--- config.mk ---
export PLATFORM = sky130hd
export DESIGN_NAME = pce_ctrl
export DESIGN_NICKNAME = d
export VERILOG_FILES = /design/src/rtl/pce_pkg.sv /design/src/rtl/pce_ctrl.sv
export SDC_FILE = /design/constraint.sdc
export NUM_CORES = 1
export LEC_CHECK = 0
export BUFFER_PORTS_ARGS = -buffer_cell sky130_fd_sc_hd__buf_2
export CAP_MARGIN = 20
export CORE_AREA = 2 2 39 41
export DETAILED_ROUTE_END_ITERATION = 16
export DIE_AREA = 0 0 41 43
export PLACE_DENSITY = 0.74
export SLEW_MARGIN = 15
export SYNTH_ARGS = -nofsm -noshare
export SYNTH_HDL_FRONTEND = slang
export SYNTH_SLANG_ARGS = --single-unit
export TNS_END_PERCENT = 1
--- constraint.sdc ---
create_clock -name i_clk -period 2.35 [get_ports i_clk]
set_input_delay 0.47 -clock i_clk [delete_from_list [all_inputs] [get_ports i_clk]]
set_output_delay 0.47 -clock i_clk [all_outputs]
set_load 0.1 [all_outputs]
--- src/rtl/pce_pkg.sv ---
// shared types and constants for the pearson correlation engine
// used by pce_ctrl, pce_dp and pearson_correlation_engine; no dependencies
`timescale 1ns / 1ps
`default_nettype none

package pce_pkg;

    localparam int SampleW    = 16;
    localparam int CountW     = 13;
    localparam int MaxSamples = 4096;
    localparam int SumW       = 29;
    localparam int SumSqW     = 43;
    localparam int SumXyW     = 44;
    localparam int WideW      = 64;
    localparam int AccW       = 144;
    localparam int QW         = 16;
    localparam int StepW      = 4;

    localparam logic [CountW-1:0] MinSamplesReset = CountW'(10);
    localparam logic [QW-1:0]     QMax            = 16'd32768;

    // operation codes: multiplier operand select and result destination
    localparam logic [StepW-1:0] OP_NXX  = 4'd0;
    localparam logic [StepW-1:0] OP_XX   = 4'd1;
    localparam logic [StepW-1:0] OP_NYY  = 4'd2;
    localparam logic [StepW-1:0] OP_YY   = 4'd3;
    localparam logic [StepW-1:0] OP_NXY  = 4'd4;
    localparam logic [StepW-1:0] OP_XY   = 4'd5;
    localparam logic [StepW-1:0] OP_AB   = 4'd6;
    localparam logic [StepW-1:0] OP_RHS  = 4'd7;
    localparam logic [StepW-1:0] OP_SRCH = 4'd8;

    localparam logic [1:0] STAT_OK       = 2'd0;
    localparam logic [1:0] STAT_FEW      = 2'd1;
    localparam logic [1:0] STAT_ZERO_VAR = 2'd2;
    localparam logic [1:0] STAT_EXTRA    = 2'd3;

    typedef struct packed {
        logic             accept;
        logic             mul_start;
        logic             store;
        logic [StepW-1:0] op;
        logic             search_init;
        logic             odd_load;
        logic             out_load;
    } t_cmd;

    typedef struct packed {
        logic mul_done;
        logic skip;
        logic search_more;
        logic out_busy;
    } t_stat;

endpackage

`default_nettype wire

--- src/rtl/pce_ctrl.sv ---
// controller: sequences accumulation, the multiply steps, the search and the result
// depends on pce_pkg
`timescale 1ns / 1ps
`default_nettype none

module pce_ctrl (
    input  wire              i_clk,
    input  wire              i_rst_n,
    input  wire              i_valid,
    input  wire              i_last,
    output logic             o_ready,
    input  wire pce_pkg::t_stat i_stat,
    output pce_pkg::t_cmd    o_cmd
);

    localparam logic [2:0] S_IDLE   = 3'd0;
    localparam logic [2:0] S_START  = 3'd1;
    localparam logic [2:0] S_WAIT   = 3'd2;
    localparam logic [2:0] S_CHECK  = 3'd3;
    localparam logic [2:0] S_SETUP  = 3'd4;
    localparam logic [2:0] S_FINISH = 3'd5;

    logic [2:0] r_state, n_state;
    logic [pce_pkg::StepW-1:0] r_step, n_step;

    assign o_ready = (r_state == S_IDLE);

    always_comb begin
        n_state = r_state;
        n_step  = r_step;
        o_cmd   = '0;
        o_cmd.op = r_step;
        case (r_state)
            S_IDLE: begin
                o_cmd.accept = i_valid;
                if (i_valid && i_last) begin
                    n_state = S_START;
                    n_step  = pce_pkg::OP_NXX;
                end
            end
            S_START: begin
                o_cmd.mul_start = 1'b1;
                n_state = S_WAIT;
            end
            S_WAIT: begin
                if (i_stat.mul_done) begin
                    o_cmd.store = 1'b1;
                    if (r_step == pce_pkg::OP_XY) begin
                        n_state = S_CHECK;
                    end else if (r_step == pce_pkg::OP_RHS || r_step == pce_pkg::OP_SRCH) begin
                        n_state = S_SETUP;
                    end else begin
                        n_step  = r_step + 4'd1;
                        n_state = S_START;
                    end
                end
            end
            S_CHECK: begin
                if (i_stat.skip) begin
                    n_state = S_FINISH;
                end else begin
                    o_cmd.search_init = 1'b1;
                    n_step  = pce_pkg::OP_AB;
                    n_state = S_START;
                end
            end
            S_SETUP: begin
                if (i_stat.search_more) begin
                    o_cmd.odd_load = 1'b1;
                    n_step  = pce_pkg::OP_SRCH;
                    n_state = S_START;
                end else begin
                    n_state = S_FINISH;
                end
            end
            S_FINISH: begin
                if (!i_stat.out_busy) begin
                    o_cmd.out_load = 1'b1;
                    n_state = S_IDLE;
                end
            end
            default: begin
                n_state = S_IDLE;
            end
        endcase
    end

    always_ff @(posedge i_clk) begin
        if (!i_rst_n) begin
            r_state <= S_IDLE;
            r_step  <= pce_pkg::OP_NXX;
        end else begin
            r_state <= n_state;
            r_step  <= n_step;
        end
    end

endmodule

`default_nettype wire

---- Word level (Yosys, flattened, before mapping) ----
Cells that the tools add are included.
cells by class
  muxes and demuxes ....................... 25
  divide/modulo/power cells ............... 0
  multiply operators ...................... 0
  reduce and logical (&&, ||, !) cells .... 6
  order comparisons ....................... 0
  $add $sub $neg .......................... 1
  bitwise gates (word level) .............. 0
  eq/ne operators ......................... 15
  shift operators ......................... 0
operators with widths
  operator             count
  $mux 4               6
  $mux 3               7
  $pmux 3 s6           1
  $pmux 4 s4           1
  $ne 2x2->1 const B   6
  $mux 1               10
  $eq 4x3->1 const B   2
  $reduce_and 7->1     1
  $eq 3x2->1 const B   2
  $eq 3x3->1 const B   2
  $add 4x1->4 const B  1
  $eq 4x4->1 const B   1
  $reduce_bool 4->1    1
  $eq 3x1->1 const B   1
  $logic_not 3->1      1
  $reduce_and 3->1     1
  $ne 2x1->1 const B   1
  $logic_and 1x1->1    1
  $logic_or 1x1->1     1
word-level totals
  memory bits (read-only) ................. 0
  bits of input ports ..................... 8
  RAM bits ................................ 0
  output and inout port bits .............. 11
  memories kept ........................... 0
  logic and storage cells ................. 49
  bits in registers ....................... 7
  bits in latches ......................... 0

---- Logic depth before layout (Yosys ltp) ----
Gate-level depths: netlist of run 1.
  depth in word-level cells ............... 6
  mapped depth ............................ 8

---- Worst setup path after synthesis of run 1 ----
OpenSTA, ideal clock, no wires.
  path type ............................... register -> output
  from .................................... register r_state[0]
  to ...................................... output o_cmd[9] in the netlist's numbering
  setup slack ............................. -1651 ps
  path buffers ............................ 1
  data required time ...................... 1880 ps
  cell stages (with the launch flop) ...... 4
  arrival ................................. 3531 ps
  cells stage by stage .................... dfxtp_1 -> clkbuf_1 -> nor3_1 -> and2_1
RTL lines
  what                    line            RTL
  start, declared         pce_ctrl.sv:23  logic [2:0] r_state, n_state;
  start signal, assigned  pce_ctrl.sv:93  r_state <= n_state;
  end, declared           pce_ctrl.sv:13  output pce_pkg::t_cmd o_cmd

==> metrics.txt, run 1 <==
CP startpoint kind flip-flop; grt total ovfl 0; warnings from Yosys 0; CTS hold repair buffers 0; Worst path max stage delay 0.63 ns; TritonCTS Buffers 3; core box area 1384 µm²; placed insts 108; Post-Syn Instances 79; static leakage 0.3222 nW; Pins Over Slew Limit 0; Max Cap Viol 0; layout cell share with drive strength beyond 1 31.25%; hold slack 0.5109 ns; full die area 1763 µm²; Total GRT Usage 18.11%; crit path time final 2.220 ns; first-pass GRT wire length 2.187 mm; Layout Cells excl Fill 112; flops & latches, synth 7; synthesized area per cell 7.491 µm²; final antenna-violating net count 0; maximum vdd drop 0.4606 mV; critical path type flip-flop to output pin; max frequency 0.4504 GHz; sequential-to-total area share from yosys stat 23.68%; fin util 51.90%; most frequent cells in the layout buf_2, nand2_1, dfxtp_1, nor2_1, a21oi_1; htree depth 1; setup violators final 0; vias in the first global route 518; most crowded layer after global routing met2; met1 GRT Util 24.92%; via count 610; Distinct cells, synth 32; Longest Clk Path Bufs 2; met2 usage 25.62%; final cycle utilization of the critical path 94.47%; CTS root buf clkbuf_4; initial antenna violation count 0; Crit Path Max Fanout 14; Tot Pwr 415.7 µW; die width 41 µm; Worst Path Required 1.88 ns; WL/cell 11.69 µm; Critical Path Sink Type output pin; final hold violations 0; dpl cell area 689.4 µm²; DRC 0; clk_lat worst skew 0.26 ns; IO Port Bufs 18; IO Pins 19; Initial Util 42.77%; post_cts resized 0; largest net degree at the start of global routing 15; RSZ-0062 raised after global routing no; Pre-Repair DR Iteration Count 4; number of setup buffers added after CTS 0; critical-path cell list and2b_2 > nand2_1 > nor2_2 > buf_2; drt total wl 1.309 mm; relative max-transition margin 66.45%; num rows 14; n_diodes 0; power density over the cells 578.8 nW/µm²; most common cell after layout, fill and taps aside buf_2; P&R area growth vs syn 21.35%; outcome finished clean; vias per inst 5.446; nets 108; chip height 43 µm; CTS tree built; GR Layer Usage met3 3.141%; Worst-Margin Slew 0.5026 ns; gpl congestion 0.8955; Critical Path Slowest Stage Cell dfxtp_1; Worst EP arrival 1.75 ns; DR iter-0 viols 22; DP HPWL 1.031 mm; Worst-path clk slew 0.05 ns; Syn Nets 90; CTS sink count 7; Hold Path Class input pin to flip-flop; Synth Cell Area 591.8 µm²; clock skew 0.005603 ns; design area 718.2 µm²
## report_power, final
part / switching, mW / internal, mW / total (mW)
Clock: 0.0479 / 0.0650 / 0.113
Sequential: 0.0162 / 0.124 / 0.141
Combinational: 0.119 / 0.0436 / 0.162
Total: 0.183 / 0.233 / 0.416
## routing by layer
| metal | vias to the layer above | share of wire, % |
|---|---|---|
| li1 | 302 | - |
| met1 | 284 | 47 |
| met2 | 22 | 45 |
| met3 | 2 | 6.6 |
| met4 | 0 | 1.2 |
| met5 | - | 0 |
## cells in the mapped netlist
library cell	count	area, µm²
nand3_1	2	10.01
nor2_1	6	22.52
or2b_1	1	7.510
nand2b_1	1	6.260
o21ai_2	1	8.760
nand2_1	14	52.55
inv_1	4	15.01
a31oi_1	2	12.51
or3b_4	1	11.26
nor2b_1	1	6.260
nor4bb_1	1	10.01
clkbuf_1	1	3.750
o211ai_1	1	7.510
nand4b_1	1	8.760
a31o_1	1	8.760
and2_1	3	18.77
or2_2	1	6.260
buf_6	3	33.78
o22ai_1	1	6.260
and2b_1	1	7.510
o21ai_0	3	15.01
and2b_2	2	17.52
nor3_1	2	10.01
mux2i_1	2	20.02
and3b_1	1	8.760
a21oi_1	5	25.02
buf_1	1	3.750
nand3b_1	4	30.03
dfxtp_1	7	140.1
a211oi_2	1	12.51
ha_1	3	37.54
a211oi_1	1	7.510
## kinds of logic after synthesis
group / share of synthesized area (%)
simple gates: 39.54
mux: 3.383
fa+ha+maj: 6.343
buf+inv: 9.511
compound gates: 17.55
flops: 23.68
## cell type report
class                           count  area, µm²
Clock buffer                        4      26.28
Sequential cell                     7      140.1
Multi-Input combinational cell     63      411.6
Inverter                            4      15.01
Tap cell                           16      20.02
Timing Repair Buffer               18      105.1
Fill cell                         145      665.6
## worst max-delay path: cells and delay by family (launching register included)
family,cells,cell delay [ns]
buf+inv,1,0.42
flops,1,0.63
simple gates,3,0.44
## worst paths after layout
| check | startpoint | to | slack [ns] | cells past startpoint |
|---|---|---|---|---|
| hold / removal | i_stat[0] | r_state[2]$_SDFFE_PN0P_ | 0.51 | 3 |
| setup / recovery | r_state[0]$_SDFFE_PN0P_ | o_cmd[0] | 0.13 | 4 |
| hold reg to reg | r_step[1]$_SDFFE_PN0P_ | r_step[1]$_SDFFE_PN0P_ | 0.52 | 2 |
| setup reg to reg | r_state[2]$_SDFFE_PN0P_ | r_step[3]$_SDFFE_PN0P_ | 0.47 | 5 |
## registers in the layout, indices dropped and copies added (netlist names)
signal / cells
r_step: 4
r_state: 3
## per-stage QoR
step	setup WS (ns)	setup TNS (ns)
floorplan	-0.2799	-0.6202
global placement	0.4320	0
detailed placement	0.3814	0
CTS	0.1037	0
global route	0.03257	0
finish	0.1299	0
No activity file was read; power rests on OpenSTA's default activity.
==> run 2, diff against run 1 <==
==> constraint.sdc (replaced) <==
create_clock -name i_clk -period 2.35 [get_ports i_clk]
set_input_delay 0.47 -clock i_clk [delete_from_list [all_inputs] [get_ports i_clk]]
set_output_delay 0.47 -clock i_clk [all_outputs]
set_load 0.05 [all_outputs]
==> run 2 against run 1 <==
- critical endpoint is now o_cmd[7]
- via count decreased by 1.8%
- worst setup slack better by 0.022 ns
- die area stayed put
==> metrics.txt, run 2 (synthesized netlist as in run 1, its figures left out) <==
die width 41 µm; maximum vdd drop 0.2701 mV; number of setup buffers added after CTS 0; n_diodes 0; Longest Clk Path Bufs 2; IO Pins 19; Largest register FFs 4; static leakage 0.3171 nW; nets 108; WL/cell 11.34 µm; final worst slack 0.1524 ns; grt total ovfl 0; DP HPWL 1.023 mm; CTS hold repair buffers 0; Place WS 0.4281 ns; Worst EP arrival 1.73 ns; outcome finished clean; P&R area growth vs syn 16.91%; critical path type flip-flop to output pin; Pre-Repair DR Iteration Count 4; Seq pwr share 38.5%; final hold violations 0; gpl congestion 0.9023; RSZ-0062 raised after global routing no; largest net degree at the start of global routing 15; Sw Ratio 36.42%; setup TNS 0 ns; Hold Path Class input pin to flip-flop; CTS root buf clkbuf_4; via count 599; area of the multi-input gates 400.4 µm²; DR iter-0 viols 17; Largest regs r_step x4, r_state x3; clk_lat worst skew 0.24 ns; Initial Util 42.77%; dpl cell area 665.6 µm²; design area 691.9 µm²; IO Port Bufs 18; num rows 14; vias in the first global route 518; final antenna-violating net count 0; Pins Over Slew Limit 0; chip height 43 µm; Int Power 228.4 µW; core box area 1384 µm²; Crit Path Max Fanout 10; first-pass GRT wire length 2.063 mm; Worst-path clk slew 0.05 ns; CTS tree built; hold slack 0.5125 ns; TritonCTS Buffers 3; CTS sink count 7; htree depth 1; vias per inst 5.348; most common cell after layout, fill and taps aside buf_2; Biggest register r_step; CP startpoint kind flip-flop; clock skew 0.005971 ns; initial antenna violation count 0; Worst-Margin Slew 0.4179 ns; layout cell share with drive strength beyond 1 29.17%; crit path time final 2.198 ns; most frequent cells in the layout buf_2, nand2_1, dfxtp_1, nor2_1, a21oi_1; setup violators final 0; Total GRT Usage 16.41%; switching power 130.8 µW; full die area 1763 µm²; DRC 0; final cycle utilization of the critical path 93.52%; register area 140.1 µm²; fillers 135; relative max-transition margin 72.10%; Max Cap Viol 0; max frequency 0.4550 GHz; power density over the cells 519.2 nW/µm²; Comb power frac 32.6%; Critical Path Sink Type output pin; Worst Path Required 1.88 ns; post_cts resized 0; drt total wl 1.270 mm; Clock Power Share 28.9%
run 2: layout make-up:
cell class                      count  area share (%)
Multi-Input combinational cell     63           57.87
Sequential cell                     7           20.25
Timing Repair Buffer               18           13.02
Clock buffer                        4           3.797
Tap cell                           16           2.893
Inverter                            4           2.170
run 2: worst paths after layout:
check,from,depth (start not counted),endpoint,slack (ns)
max,r_state[1]$_SDFFE_PN0P_,4,o_cmd[7],0.15
min,i_stat[0],3,r_state[2]$_SDFFE_PN0P_,0.51
max reg2reg,r_state[2]$_SDFFE_PN0P_,5,r_step[3]$_SDFFE_PN0P_,0.48
min reg2reg,r_step[1]$_SDFFE_PN0P_,2,r_step[1]$_SDFFE_PN0P_,0.52
run 2: per-stage QoR:
| step | power [mW] | cells | utilization [%] |
|---|---|---|---|
| after global placement | 0.2563 | 108 | 48.10 |
| after CTS | 0.3627 | 112 | 50.00 |
| after detailed placement | 0.2566 | 108 | 48.10 |
| final | 0.3592 | 112 | 50.00 |
| after floorplan | 0.2407 | 79 | - |
| after global routing | 0.3803 | 112 | 50.00 |
run 2: worst max-delay path: stages, from the launching register on:
cell	delay, ns
dfxtp_1	0.47
and2b_2	0.24
nor2b_1	0.34
and2_1	0.18
buf_2	0.25
run 2: metal layers:
layer,vias to the layer above,routed length [µm],share of wire [%],GRT usage [%]
met2,17,617,49,25.00
li1,305,-,-,-
met5,-,0,0,0
met1,277,585,46,22.08
met3,0,67,5.3,4.712
met4,0,0,0,4.000
run 2: power by group through the flow:
stage	Clock, mW	Sequential, mW	Combinational (mW)
6_report	0.104	0.138	0.117
4_1_cts	0.108	0.138	0.117
3_3_place_gp	0	0.140	0.116
3_5_place_dp	0	0.140	0.116
2_1_floorplan	0	0.138	0.103
5_1_grt	0.114	0.139	0.127
==> run 3, diff against run 2 <==
--- a/config.mk
+++ b/config.mk
@@ -11,6 +11,7 @@
 export DETAILED_ROUTE_END_ITERATION = 16
 export DIE_AREA = 0 0 41 43
 export PLACE_DENSITY = 0.74
+export REMOVE_ABC_BUFFERS = 1
 export SLEW_MARGIN = 15
 export SYNTH_ARGS = -nofsm -noshare
 export SYNTH_HDL_FRONTEND = slang
==> run 3 against run 2 <==
- worst setup slack gained 0.017 ns
- wire length grew 4.0%
- clock skew down 0.0014 ns
- maximum frequency increased by 0.80%
- utilization down 0.36 points
- total power up 1.5%
- clock power up 6%
- sequential share of layout area up 0.15 points
- via count is 3.5% lower
- highest routed layer is now met4
==> metrics.txt, run 3 (synthesized netlist as in run 1, its figures left out) <==
relative max-transition margin 72.24%; htree depth 1; final worst slack 0.1698 ns; Biggest register r_step; IO Port Bufs 18; full die area 1763 µm²; worst reg2reg path startpoint r_state[2]$_SDFFE_PN0P_; Worst path max stage delay 0.47 ns; Worst-Margin Slew 0.4158 ns; DP HPWL 1.045 mm; first-pass GRT wire length 2.076 mm; Clock Power Share 30.1%; core box area 1384 µm²; switching power 136.7 µW; most common cell after layout, fill and taps aside buf_2; Hold Path Class input pin to flip-flop; static leakage 0.3155 nW; placed insts 108; P&R area growth vs syn 16.07%; number of setup buffers added after CTS 0; RSZ-0062 raised after global routing no; initial antenna violation count 0; drt total wl 1.321 mm; num rows 14; critical-path cell list and2b_2 > nor2b_1 > and2_1 > buf_2; gpl congestion 0.8212; Hold EP r_state[2]$_SDFFE_PN0P_; via count 578; Total GRT Usage 17.29%; Worst EP arrival 1.71 ns; nets 108; Worst Path Required 1.88 ns; Hold Crit Depth 3; Int Power 228.0 µW; Pins Over Slew Limit 0; largest net degree at the start of global routing 15; most frequent cells in the layout buf_2, nand2_1, dfxtp_1, nor2_1, a21oi_1; Sw Ratio 37.49%; CTS sink count 7; Seq pwr share 37.8%; vias in the first global route 514; Pre-Repair DR Iteration Count 4; setup violators final 0; Comb power frac 32.1%; final hold violations 0; critical path type flip-flop to output pin; max frequency 0.4587 GHz; DR iter-0 viols 11; Crit Path Max Fanout 10; design area 686.9 µm²; Longest Clk Path Bufs 2; die width 41 µm; CTS root buf clkbuf_4; DRC 0; Largest regs r_step x4, r_state x3; final cycle utilization of the critical path 92.78%; clock skew 0.004552 ns; Critical Path Sink Type output pin; Largest register FFs 4; Hold Path Origin i_stat[0]; Initial Util 42.77%; Place WS 0.4365 ns; Worst-path clk slew 0.05 ns; CP startpoint kind flip-flop; n_diodes 0; TritonCTS Buffers 3; Worst Reg2Reg Path Length in Cells 5; vias per inst 5.161; CTS hold repair buffers 0; reg2reg end r_step[3]$_SDFFE_PN0P_; Max Cap Viol 0; dpl cell area 660.6 µm²; post_cts resized 0; CTS tree built; IO Pins 19; grt total ovfl 0; maximum vdd drop 0.3263 mV; clk_lat worst skew 0.25 ns; Critical Path Slowest Stage Cell dfxtp_1; WL/cell 11.79 µm; final antenna-violating net count 0; reg-to-reg setup timing slack 0.53 ns; crit path time final 2.180 ns; outcome finished clean; power density over the cells 531.0 nW/µm²; Layout Cells excl Fill 112; layout cell share with drive strength beyond 1 28.13%; chip height 43 µm
run 3: layer usage:
metal  routed length, µm  part of all wire [%]  track usage, %  vias up
li1                    -                     -               -      305
met1                 598                    45           19.03      258
met2                 664                    50           27.81       13
met3                  41                   3.1           2.094        2
met4                  16                   1.2           13.33        0
met5                   0                     0               0        -
run 3: power by group through the flow:
stage          Combinational, mW  Sequential (mW)  Clock (mW)
6_report                   0.117            0.138       0.110
3_3_place_gp               0.115            0.139           0
2_1_floorplan             0.0827            0.143           0
3_5_place_dp               0.116            0.140           0
4_1_cts                    0.117            0.137       0.115
5_1_grt                    0.125            0.139       0.124
run 3: how the worst max path moves through the flow:
stage	end	start	cells after the start
floorplan	o_cmd[9]	r_state[2]$_SDFFE_PN0P_	2
global placement	o_cmd[7]	r_state[1]$_SDFFE_PN0P_	4
detailed placement	o_cmd[7]	r_state[1]$_SDFFE_PN0P_	4
CTS	o_cmd[7]	r_state[1]$_SDFFE_PN0P_	4
global route	o_cmd[7]	r_state[1]$_SDFFE_PN0P_	4
finish	o_cmd[7]	r_state[1]$_SDFFE_PN0P_	4
run 3: area by class of cell:
cell class	instances	area (µm²)
tap	16	20.02
clock buffer	4	26.28
inverter	4	15.01
timing repair buffer	18	90.09
multi-input combinational	63	395.4
sequential	7	140.1
fill	138	696.9
run 3: per-stage QoR:
stage          power (mW)  hold WS, ns  TNS (ns)  utilization (%)
6_report           0.3648       0.5116         0            49.64
5_1_grt            0.3883       0.5283         0            49.64
4_1_cts            0.3694       0.5035         0            49.64
3_5_place_dp       0.2565       0.5102         0            47.74
3_3_place_gp       0.2540       0.5065         0            47.74
2_1_floorplan      0.2253       0.5314   -0.1798                -
run 3: worst max-delay path, delay by kind of cell, from the launching register on:
| kind | cells | cell delay (ns) |
|---|---|---|
| simple gates | 3 | 0.74 |
| buf+inv | 1 | 0.25 |
| flops | 1 | 0.47 |
